File: src/rtl/morton_3d_domain_skip_top_defines.svh
// Assertion macros shared by the Morton domain skip block.
`ifndef MORTON_3D_DOMAIN_SKIP_TOP_DEFINES_SVH
`define MORTON_3D_DOMAIN_SKIP_TOP_DEFINES_SVH

// Same-cycle implication, checked on every rising edge outside reset.
`define M3DS_ASSERT_NOW(label, ante, cons, msg) \
    label: assert property (@(posedge aclk) disable iff (!aresetn) \
        (ante) |-> (cons)) else $error(msg);

// Next-cycle implication, checked on every rising edge outside reset.
`define M3DS_ASSERT_NEXT(label, ante, cons, msg) \
    label: assert property (@(posedge aclk) disable iff (!aresetn) \
        (ante) |=> (cons)) else $error(msg);

`endif

File: src/rtl/m3ds_pkg.sv
// Shared types and constants of the Morton domain skip block.
`default_nettype none

package m3ds_pkg;

    localparam int REG_W     = 21;
    localparam int STEPS_W   = 16;
    localparam int CODE_W    = 63;
    localparam int TDATA_W   = 64;
    localparam int CFG_IDX_W = 3;

    localparam logic [CFG_IDX_W-1:0] CFG_MIN_X     = 3'd0;
    localparam logic [CFG_IDX_W-1:0] CFG_MIN_Y     = 3'd1;
    localparam logic [CFG_IDX_W-1:0] CFG_MIN_Z     = 3'd2;
    localparam logic [CFG_IDX_W-1:0] CFG_MAX_X     = 3'd3;
    localparam logic [CFG_IDX_W-1:0] CFG_MAX_Y     = 3'd4;
    localparam logic [CFG_IDX_W-1:0] CFG_MAX_Z     = 3'd5;
    localparam logic [CFG_IDX_W-1:0] CFG_MAX_STEPS = 3'd6;

    localparam logic [REG_W-1:0]   MIN_RESET   = 21'd0;
    localparam logic [REG_W-1:0]   MAX_RESET   = 21'h1FFFFF;
    localparam logic [STEPS_W-1:0] STEPS_RESET = 16'd64;

    typedef logic [1:0] axis_t;
    localparam axis_t AXIS_X = 2'd0;
    localparam axis_t AXIS_Y = 2'd1;
    localparam axis_t AXIS_Z = 2'd2;

    // Commands from the controller to the datapath.
    typedef struct packed {
        logic load;
        logic find;
        logic add;
        logic next_axis;
        logic clamp;
        logic push;
    } dp_cmd_t;

    // Status from the datapath to the controller.
    typedef struct packed {
        logic any_ex;
        logic ex_cur;
        logic axis_first;
        logic round_limit;
        logic out_free;
    } dp_status_t;

endpackage

`default_nettype wire

File: src/rtl/m3ds_datapath.sv
// Datapath of the Morton domain skip block: registers, decode, skip adder and clamp.
`default_nettype none

module m3ds_datapath import m3ds_pkg::*; #(
    parameter int AXIS_BITS = 21
) (
    input  wire logic                 aclk,
    input  wire logic                 aresetn,
    input  wire logic                 cfg_we,
    input  wire logic [CFG_IDX_W-1:0] cfg_index,
    input  wire logic [REG_W-1:0]     cfg_data,
    input  wire logic [TDATA_W-1:0]   s_tdata,
    input  wire dp_cmd_t              cmd,
    output dp_status_t                status,
    output logic                      m_tvalid,
    input  wire logic                 m_tready,
    output logic [TDATA_W-1:0]        m_tdata
);

    localparam int CODE_BITS = 3 * AXIS_BITS;

    logic [REG_W-1:0]     min_x_reg, min_y_reg, min_z_reg;
    logic [REG_W-1:0]     max_x_reg, max_y_reg, max_z_reg;
    logic [STEPS_W-1:0]   max_steps_reg;

    logic [CODE_BITS-1:0] code_reg, code_next;
    logic [AXIS_BITS-1:0] onehot_reg;
    axis_t                axis_reg, axis_next;
    logic [STEPS_W-1:0]   round_reg, round_next;
    logic                 m_tvalid_reg, m_tvalid_next;
    logic [TDATA_W-1:0]   m_tdata_reg;

    logic [AXIS_BITS-1:0] x_idx, y_idx, z_idx;
    logic [AXIS_BITS-1:0] x_cl, y_cl, z_cl;
    logic [AXIS_BITS-1:0] digit_nz, digit_low;
    logic [REG_W-1:0]     x_ext, y_ext, z_ext;
    logic [2:0]           ex;
    logic [2:0]           unit;
    logic [CODE_BITS-1:0] add_val, clamp_code;

    // Configuration registers.
    always_ff @(posedge aclk) begin
        if (!aresetn) begin
            min_x_reg     <= MIN_RESET;
            min_y_reg     <= MIN_RESET;
            min_z_reg     <= MIN_RESET;
            max_x_reg     <= MAX_RESET;
            max_y_reg     <= MAX_RESET;
            max_z_reg     <= MAX_RESET;
            max_steps_reg <= STEPS_RESET;
        end else if (cfg_we) begin
            case (cfg_index)
                CFG_MIN_X:     min_x_reg     <= cfg_data;
                CFG_MIN_Y:     min_y_reg     <= cfg_data;
                CFG_MIN_Z:     min_z_reg     <= cfg_data;
                CFG_MAX_X:     max_x_reg     <= cfg_data;
                CFG_MAX_Y:     max_y_reg     <= cfg_data;
                CFG_MAX_Z:     max_z_reg     <= cfg_data;
                CFG_MAX_STEPS: max_steps_reg <= cfg_data[STEPS_W-1:0];
                default: begin
                end
            endcase
        end
    end

    // De-interleave the current code and find the lowest nonzero octal digit.
    always_comb begin
        for (int i = 0; i < AXIS_BITS; i++) begin
            x_idx[i]    = code_reg[3*i];
            y_idx[i]    = code_reg[3*i+1];
            z_idx[i]    = code_reg[3*i+2];
            digit_nz[i] = |code_reg[3*i +: 3];
        end
    end

    assign digit_low = digit_nz & (~digit_nz + AXIS_BITS'(1));

    assign x_ext = REG_W'(x_idx);
    assign y_ext = REG_W'(y_idx);
    assign z_ext = REG_W'(z_idx);

    assign ex = {z_ext > max_z_reg, y_ext > max_y_reg, x_ext > max_x_reg};

    always_comb begin
        case (axis_reg)
            AXIS_X:  unit = 3'b001;
            AXIS_Y:  unit = 3'b010;
            AXIS_Z:  unit = 3'b100;
            default: unit = 3'b000;
        endcase
    end

    always_comb begin
        for (int k = 0; k < AXIS_BITS; k++) begin
            add_val[3*k +: 3] = onehot_reg[k] ? unit : 3'b000;
        end
    end

    // Raise each axis below its minimum, then interleave again.
    assign x_cl = (x_ext < min_x_reg) ? min_x_reg[AXIS_BITS-1:0] : x_idx;
    assign y_cl = (y_ext < min_y_reg) ? min_y_reg[AXIS_BITS-1:0] : y_idx;
    assign z_cl = (z_ext < min_z_reg) ? min_z_reg[AXIS_BITS-1:0] : z_idx;

    always_comb begin
        for (int i = 0; i < AXIS_BITS; i++) begin
            clamp_code[3*i]   = x_cl[i];
            clamp_code[3*i+1] = y_cl[i];
            clamp_code[3*i+2] = z_cl[i];
        end
    end

    always_comb begin
        code_next = code_reg;
        if (cmd.load) begin
            code_next = s_tdata[CODE_BITS-1:0];
        end else if (cmd.add) begin
            code_next = code_reg + add_val;
        end else if (cmd.clamp) begin
            code_next = clamp_code;
        end
    end

    always_comb begin
        axis_next  = axis_reg;
        round_next = round_reg;
        if (cmd.load) begin
            axis_next  = AXIS_X;
            round_next = '0;
        end else if (cmd.next_axis) begin
            if (axis_reg == AXIS_Z) begin
                axis_next  = AXIS_X;
                round_next = round_reg + STEPS_W'(1);
            end else begin
                axis_next = axis_reg + 2'd1;
            end
        end
    end

    always_comb begin
        m_tvalid_next = m_tvalid_reg;
        if (cmd.push) begin
            m_tvalid_next = 1'b1;
        end else if (m_tready) begin
            m_tvalid_next = 1'b0;
        end
    end

    always_ff @(posedge aclk) begin
        if (!aresetn) begin
            axis_reg     <= AXIS_X;
            round_reg    <= '0;
            m_tvalid_reg <= 1'b0;
        end else begin
            axis_reg     <= axis_next;
            round_reg    <= round_next;
            m_tvalid_reg <= m_tvalid_next;
        end
    end

    always_ff @(posedge aclk) begin
        code_reg <= code_next;
        if (cmd.find) begin
            onehot_reg <= digit_low;
        end
        if (cmd.push) begin
            m_tdata_reg <= TDATA_W'(code_reg);
        end
    end

    always_comb begin
        status.any_ex      = |ex;
        status.axis_first  = (axis_reg == AXIS_X);
        status.round_limit = (round_reg == max_steps_reg);
        status.out_free    = !m_tvalid_reg || m_tready;
        case (axis_reg)
            AXIS_X:  status.ex_cur = ex[0];
            AXIS_Y:  status.ex_cur = ex[1];
            AXIS_Z:  status.ex_cur = ex[2];
            default: status.ex_cur = 1'b0;
        endcase
    end

    assign m_tvalid = m_tvalid_reg;
    assign m_tdata  = m_tdata_reg;

endmodule

`default_nettype wire

File: src/rtl/m3ds_ctrl.sv
// Controller state machine of the Morton domain skip block.
`default_nettype none

module m3ds_ctrl import m3ds_pkg::*; (
    input  wire logic       aclk,
    input  wire logic       aresetn,
    input  wire logic       s_tvalid,
    output logic            s_tready,
    input  wire dp_status_t status,
    output dp_cmd_t         cmd
);

    typedef enum logic [5:0] {
        ST_IDLE  = 6'b000001,
        ST_SCAN  = 6'b000010,
        ST_FIND  = 6'b000100,
        ST_ADD   = 6'b001000,
        ST_CLAMP = 6'b010000,
        ST_DONE  = 6'b100000
    } state_t;

    state_t state_reg, state_next;

    always_comb begin
        state_next = state_reg;
        cmd        = '0;
        case (state_reg)
            ST_IDLE: begin
                if (s_tvalid) begin
                    cmd.load   = 1'b1;
                    state_next = ST_SCAN;
                end
            end
            ST_SCAN: begin
                // A new round starts only while some axis still exceeds.
                if (status.axis_first && (!status.any_ex || status.round_limit)) begin
                    state_next = ST_CLAMP;
                end else if (status.ex_cur) begin
                    state_next = ST_FIND;
                end else begin
                    cmd.next_axis = 1'b1;
                end
            end
            ST_FIND: begin
                cmd.find   = 1'b1;
                state_next = ST_ADD;
            end
            ST_ADD: begin
                cmd.add       = 1'b1;
                cmd.next_axis = 1'b1;
                state_next    = ST_SCAN;
            end
            ST_CLAMP: begin
                cmd.clamp  = 1'b1;
                state_next = ST_DONE;
            end
            ST_DONE: begin
                if (status.out_free) begin
                    cmd.push   = 1'b1;
                    state_next = ST_IDLE;
                end
            end
            default: begin
                state_next = ST_IDLE;
            end
        endcase
    end

    always_ff @(posedge aclk) begin
        if (!aresetn) begin
            state_reg <= ST_IDLE;
        end else begin
            state_reg <= state_next;
        end
    end

    assign s_tready = (state_reg == ST_IDLE);

endmodule

`default_nettype wire

File: src/rtl/morton_3d_domain_skip_top.sv
// Top level of the Morton domain skip block: controller, datapath and checks.
//
// A request on the slave stream carries one 3D Morton code in s_tdata; the block
// moves it toward the box set by the configuration registers and returns one code
// on the master stream. Registers are written through cfg_we, cfg_index and
// cfg_data, one register per cycle; the user must write them only while the block
// is idle, which the block itself does not enforce. One request is worked on at a
// time. After acceptance each skip round checks the three axes in turn and steps
// every axis that exceeds its maximum (digit search, then add and decode). At
// most max_steps rounds run, and a code already inside the box skips them; then
// the clamp raises any axis below its minimum, and the result register is loaded
// once the output register is free.
// The result sits in an output register, so the next request is accepted while
// the previous result still waits for m_tready; a stalled receiver only holds
// the block once a second result is ready and cannot be stored.
// A synchronous low aresetn returns the block to idle, empties the output
// register and restores the register defaults (no minimum, full maximum, 64
// rounds).
`default_nettype none

`include "morton_3d_domain_skip_top_defines.svh"

module morton_3d_domain_skip_top import m3ds_pkg::*; #(
    parameter int AXIS_BITS = 21
) (
    input  wire logic                 aclk,
    input  wire logic                 aresetn,
    input  wire logic                 cfg_we,
    input  wire logic [CFG_IDX_W-1:0] cfg_index,
    input  wire logic [REG_W-1:0]     cfg_data,
    input  wire logic                 s_tvalid,
    output logic                      s_tready,
    input  wire logic [TDATA_W-1:0]   s_tdata,   // [62:0] code_in, [63] zero
    output logic                      m_tvalid,
    input  wire logic                 m_tready,
    output logic [TDATA_W-1:0]        m_tdata    // [62:0] code_out, [63] zero
);

    dp_cmd_t    cmd;
    dp_status_t status;

    // The controller sequences rounds and axes; it sees the datapath only
    // through the command and status structures.
    m3ds_ctrl u_ctrl (
        .aclk     (aclk),
        .aresetn  (aresetn),
        .s_tvalid (s_tvalid),
        .s_tready (s_tready),
        .status   (status),
        .cmd      (cmd)
    );

    // The datapath holds the registers, the working code, the skip adder,
    // the clamp and the output register.
    m3ds_datapath #(
        .AXIS_BITS (AXIS_BITS)
    ) u_datapath (
        .aclk      (aclk),
        .aresetn   (aresetn),
        .cfg_we    (cfg_we),
        .cfg_index (cfg_index),
        .cfg_data  (cfg_data),
        .s_tdata   (s_tdata),
        .cmd       (cmd),
        .status    (status),
        .m_tvalid  (m_tvalid),
        .m_tready  (m_tready),
        .m_tdata   (m_tdata)
    );

    // Once a request is taken the block is busy until its result is pushed.
    `M3DS_ASSERT_NEXT(a_busy_after_accept, s_tvalid && s_tready, !s_tready, "ready after accept")
    // A result is only pushed into a free output register.
    `M3DS_ASSERT_NOW(a_push_free, cmd.push, !m_tvalid || m_tready, "push over held result")
    // A push always shows a valid result in the next cycle.
    `M3DS_ASSERT_NEXT(a_push_valid, cmd.push, m_tvalid, "pushed result not shown")
    // The datapath never gets two conflicting writes of the working code.
    `M3DS_ASSERT_NOW(a_cmd_excl, 1'b1, $onehot0({cmd.load, cmd.find, cmd.add, cmd.clamp, cmd.push}), "command clash")

endmodule

`default_nettype wire

File: config.mk
export PLATFORM = sky130hd
export DESIGN_NAME = morton_3d_domain_skip_top
export DESIGN_NICKNAME = d
export VERILOG_FILES = /design/src/rtl/m3ds_pkg.sv /design/src/rtl/m3ds_datapath.sv /design/src/rtl/m3ds_ctrl.sv /design/src/rtl/morton_3d_domain_skip_top.sv
export VERILOG_INCLUDE_DIRS = /design/src /design/src/rtl
export SDC_FILE = /design/constraint.sdc
export NUM_CORES = 1
export LEC_CHECK = 0
export ABC_AREA = 1
export BUFFER_PORTS_ARGS = -buffer_cell sky130_fd_sc_hd__buf_2
export CORE_ASPECT_RATIO = 0.6
export CORE_MARGIN = 2
export CORE_UTILIZATION = 35
export CTS_CLUSTER_SIZE = 8
export DETAILED_ROUTE_END_ITERATION = 8
export HOLD_SLACK_MARGIN = 0.06
export REMOVE_ABC_BUFFERS = 1
export SLEW_MARGIN = 15
export SYNTH_ARGS = -nofsm -noshare
export SYNTH_HDL_FRONTEND = slang
export SYNTH_SLANG_ARGS = --single-unit
File: constraint.sdc
create_clock -name aclk -period 4.35 [get_ports aclk]
set_input_delay 0.435 -clock aclk [delete_from_list [all_inputs] [get_ports aclk]]
set_output_delay 0.435 -clock aclk [all_outputs]
set_load 0.02 [all_outputs]
==> run_results.csv <==
group,metric,value,unit
hold_path,min_delay_path_depth,3,
power_and_ir_drop,ir_worst_vdd,0.0002539,V
grt,grt_max_degree,79,
grt,grt_use_met2,34.25,%
power_and_ir_drop,p_leak,0.01060,µW
power_and_ir_drop,power_density,350.7,nW/µm²
floorplan,initial_core_util,35.64,%
clock_network,cts.path.max_buffers,3,
logic_synthesis,ys_seq_area_share,37.62,%
clock_network,cts_setup_buffers,0,
sta,hold_slack,0.1216,ns
critical_path,cp.arrival,4.05,ns
critical_path,critPathMaxFanout,4,
clock_network,cts_resized,0,
logic_synthesis,synth-edff-count,147,
clock_network,root_buffer,"clkbuf_16",
sta,maxSlewHeadroom,21.75,%
sta,fin_skew,0.02038,ns
final_layout,postLayoutCoreUtil,40.93,%
sta,fmax,269.3,MHz
floorplan,rows,68,
sta,setup_viol,0,
placed_design,portBuffers,156,
floorplan,die_area,60940,µm²
floorplan,io-pin-count,159,
grt,grt-busiest-layer,"met1",
logic_synthesis,syn-cell-area,20620,µm²
placed_design,gp_congestion,1.040,
grt,grt_pass1_wl,112.4,mm
logic_synthesis,synth.distinct_cells,58,
critical_path,reg2reg_depth,19,
logic_synthesis,synth_area_leaders,"edfxtp_1, dfxtp_1, ha_1, nand2_1, inv_1",
clock_network,clkLatencyLatePin,0.59,ns
sta,timing_hold_violations_final,0,
logic_synthesis,synth_top_cell_by_area,"edfxtp_1",
grt,grt.total_usage,24.92,%
final_layout,syn_to_final_growth,14.84,%
final_layout,layout-drive-gt1-share,10.16,%
critical_path,cpPeakStageDelay,0.34,ns
clock_network,cts_buffers,46,
run_status,status,"finished clean",
final_layout,diodes,0,
drt,drt_iter0_markers,2220,
critical_path,crit_top_cell,"nand2_1",
floorplan,fp.dieW,317.4,µm
clock_network,cts_tree,"built",
logic_synthesis,synth_most_common_cell,"nand2_1",
sta,fin_setup_tns,0,ns
logic_synthesis,syn_avg_cell_area,7.455,µm²
sta,drv_slew,0,
critical_path,r2r_slack,0.64,ns
sta,rsz0062_at_grt,"no",
drt,via_per_inst,5.229,
grt,antenna_found_initial,0,
sta,fin_crit,3.713,ns
clock_network,htreeDepth,2,
critical_path,critical_path.cell_chain,"inv_1 -> nor2_1 -> inv_1 -> nor2_1 -> ha_1 -> a21oi_1 -> nor2_1 -> nor2_1 -> nand2_1 -> a21boi_1 -> o21ai_1 -> nand2_1 -> nand2_1 -> nand3_1 -> nand2_1 -> nand2_1 -> nand3_1 -> nand2_1 -> nand2_1",
critical_path,required,4.69,ns
grt,grt_pass1_vias,18070,
critical_path,crit_path_end_kind,"register",
final_layout,fin_nets,3201,
floorplan,die_h,192.0,µm
critical_path,r2r_end,"u_datapath.code_reg[59]",
drt,first_pass_iters,6,
floorplan,coreArea,57860,µm²
clock_network,cts.sinks,314,
drt,postRouteAntennaNets,0,
drt,wirelength,76.48,mm
critical_path,path_delay_family,"simple AND/OR/NAND/NOR gates",
critical_path,startpoint_type,"register",
critical_path,worstSetupPathType,"register to register",
clock_network,cts.clk_slew.worst_paths,0.05,ns
grt,grt_util_met1,38.16,%
critical_path,worst_path_max_delay_cell,"dfxtp_1",
drt,vias,19470,
grt,gr-total-overflow,0,
clock_network,ctsHoldBuffers,0,
grt,use_met3,7.029,%
critical_path,r2r_start,"u_datapath.axis_reg[0]",
critical_path,cp_num_buf_inv,2,
power_and_ir_drop,total_power,8304,µW
hold_path,hold_end,"u_datapath.code_reg[9]",
logic_synthesis,synth.top_cells.by_count,"nand2_1, inv_1, nor2_1",
placed_design,hpwlAfterDp,59.81,mm
hold_path,min_from,"s_tdata[9]",
logic_synthesis,synthFlopType,"dfxtp_1",
logic_synthesis,yosysWarnings,0,
drt,drc,0,
logic_synthesis,synthCells,2766,
flow_run,drv_cap,0,
logic_synthesis,synth_top_cell_area_share,21.41,%
drt,wl_per_cell,20.54,µm
sta,tightest_slew,1.172,ns
logic_synthesis,async_flop_share,0,%
logic_synthesis,ys_ff_latch,314,
hold_path,hold_path.class,"input pin to register",
sta,min_period_over_period,85.35,%
final_layout,fillers,6054,
-- metal layers --
layer	up-vias	part of all wire, %
li1	9554	-
met2	807	38
met3	76	12
met4	0	1.6
met5	-	0
met1	9030	48
-- final cells by class --
class / count / area (µm²) / share of cell area, %
Inverter: 411 / 1543 / 6.515
Clock buffer: 77 / 1319 / 5.569
Sequential cell: 314 / 7757 / 32.76
Multi-Input combinational cell: 1962 / 11010 / 46.49
Tap cell: 770 / 963.4 / 4.068
Timing Repair Buffer: 186 / 1021 / 4.312
Clock inverter: 3 / 68.82 / 0.2906
-- logic make-up after synthesis --
family                     share of synthesized area [%]
adders and majority gates                          11.38
buffers and inverters                              9.156
DFF                                                37.62
and+or+nand+nor                                    22.98
AOI/OAI and AO/OA                                  16.59
xor gates and xnor gates                           2.251
other                                            0.01819
-- through the flow --
stage	instance area [µm²]	instances	worst slack, ns
2_1_floorplan	20280	2687	0.2922
3_3_place_gp	22290	3643	0.8184
3_5_place_dp	22290	3643	0.7939
4_1_cts	23680	3723	0.7802
5_1_grt	23680	3723	0.3898
6_report	23680	3723	0.6372
-- how the worst max path moves through the flow --
stage                                    endpoint  slack (ns)              startpoint  depth (start not counted)
after floorplan           u_datapath.code_reg[10]        0.29     u_ctrl.state_reg[5]                          5
after global placement    u_datapath.code_reg[41]        0.82  u_datapath.axis_reg[0]                         17
after detailed placement  u_datapath.code_reg[41]        0.79  u_datapath.axis_reg[0]                         17
after CTS                 u_datapath.code_reg[59]        0.78  u_datapath.axis_reg[0]                         19
after global routing      u_datapath.code_reg[55]        0.39  u_datapath.axis_reg[1]                         17
final                     u_datapath.code_reg[59]        0.64  u_datapath.axis_reg[0]                         19
-- report_power, final --
part / switching (µW) / total (µW) / internal [µW] / leakage, µW
combinational: 878 / 1290 / 416 / 0.00721
clock: 1440 / 3500 / 2060 / 0.000660
sequential: 258 / 3510 / 3250 / 0.00273
total: 2580 / 8300 / 5720 / 0.0106
-- cells in the final DEF (no fill, tap or decap), types with 13 or more instances in the layout --
master     synthesis  final
clkbuf_1          64     27
clkbuf_16          0     47
edfxtp_1         147    147
nor2_1           339    335
o21ai_0          195    194
inv_1            398    396
dfxtp_1          167    167
ha_1             186    186
xnor2_1           19     19
o211ai_1          84     84
a21o_1            13     13
nor3_1            42     41
nand3_1          115    115
buf_2              5    155
nand2_1          539    538
xor2_1            34     34
a21oi_1          217    217
o21ai_1           24     24
buf_4              2     30
nand4_1           33     33
-- worst min-delay path, cell delays in order --
cell,delay [ns]
buf_2,0.07
nand2_1,0.04
nand2_1,0.05
Power figures use the tool's default switching activity.
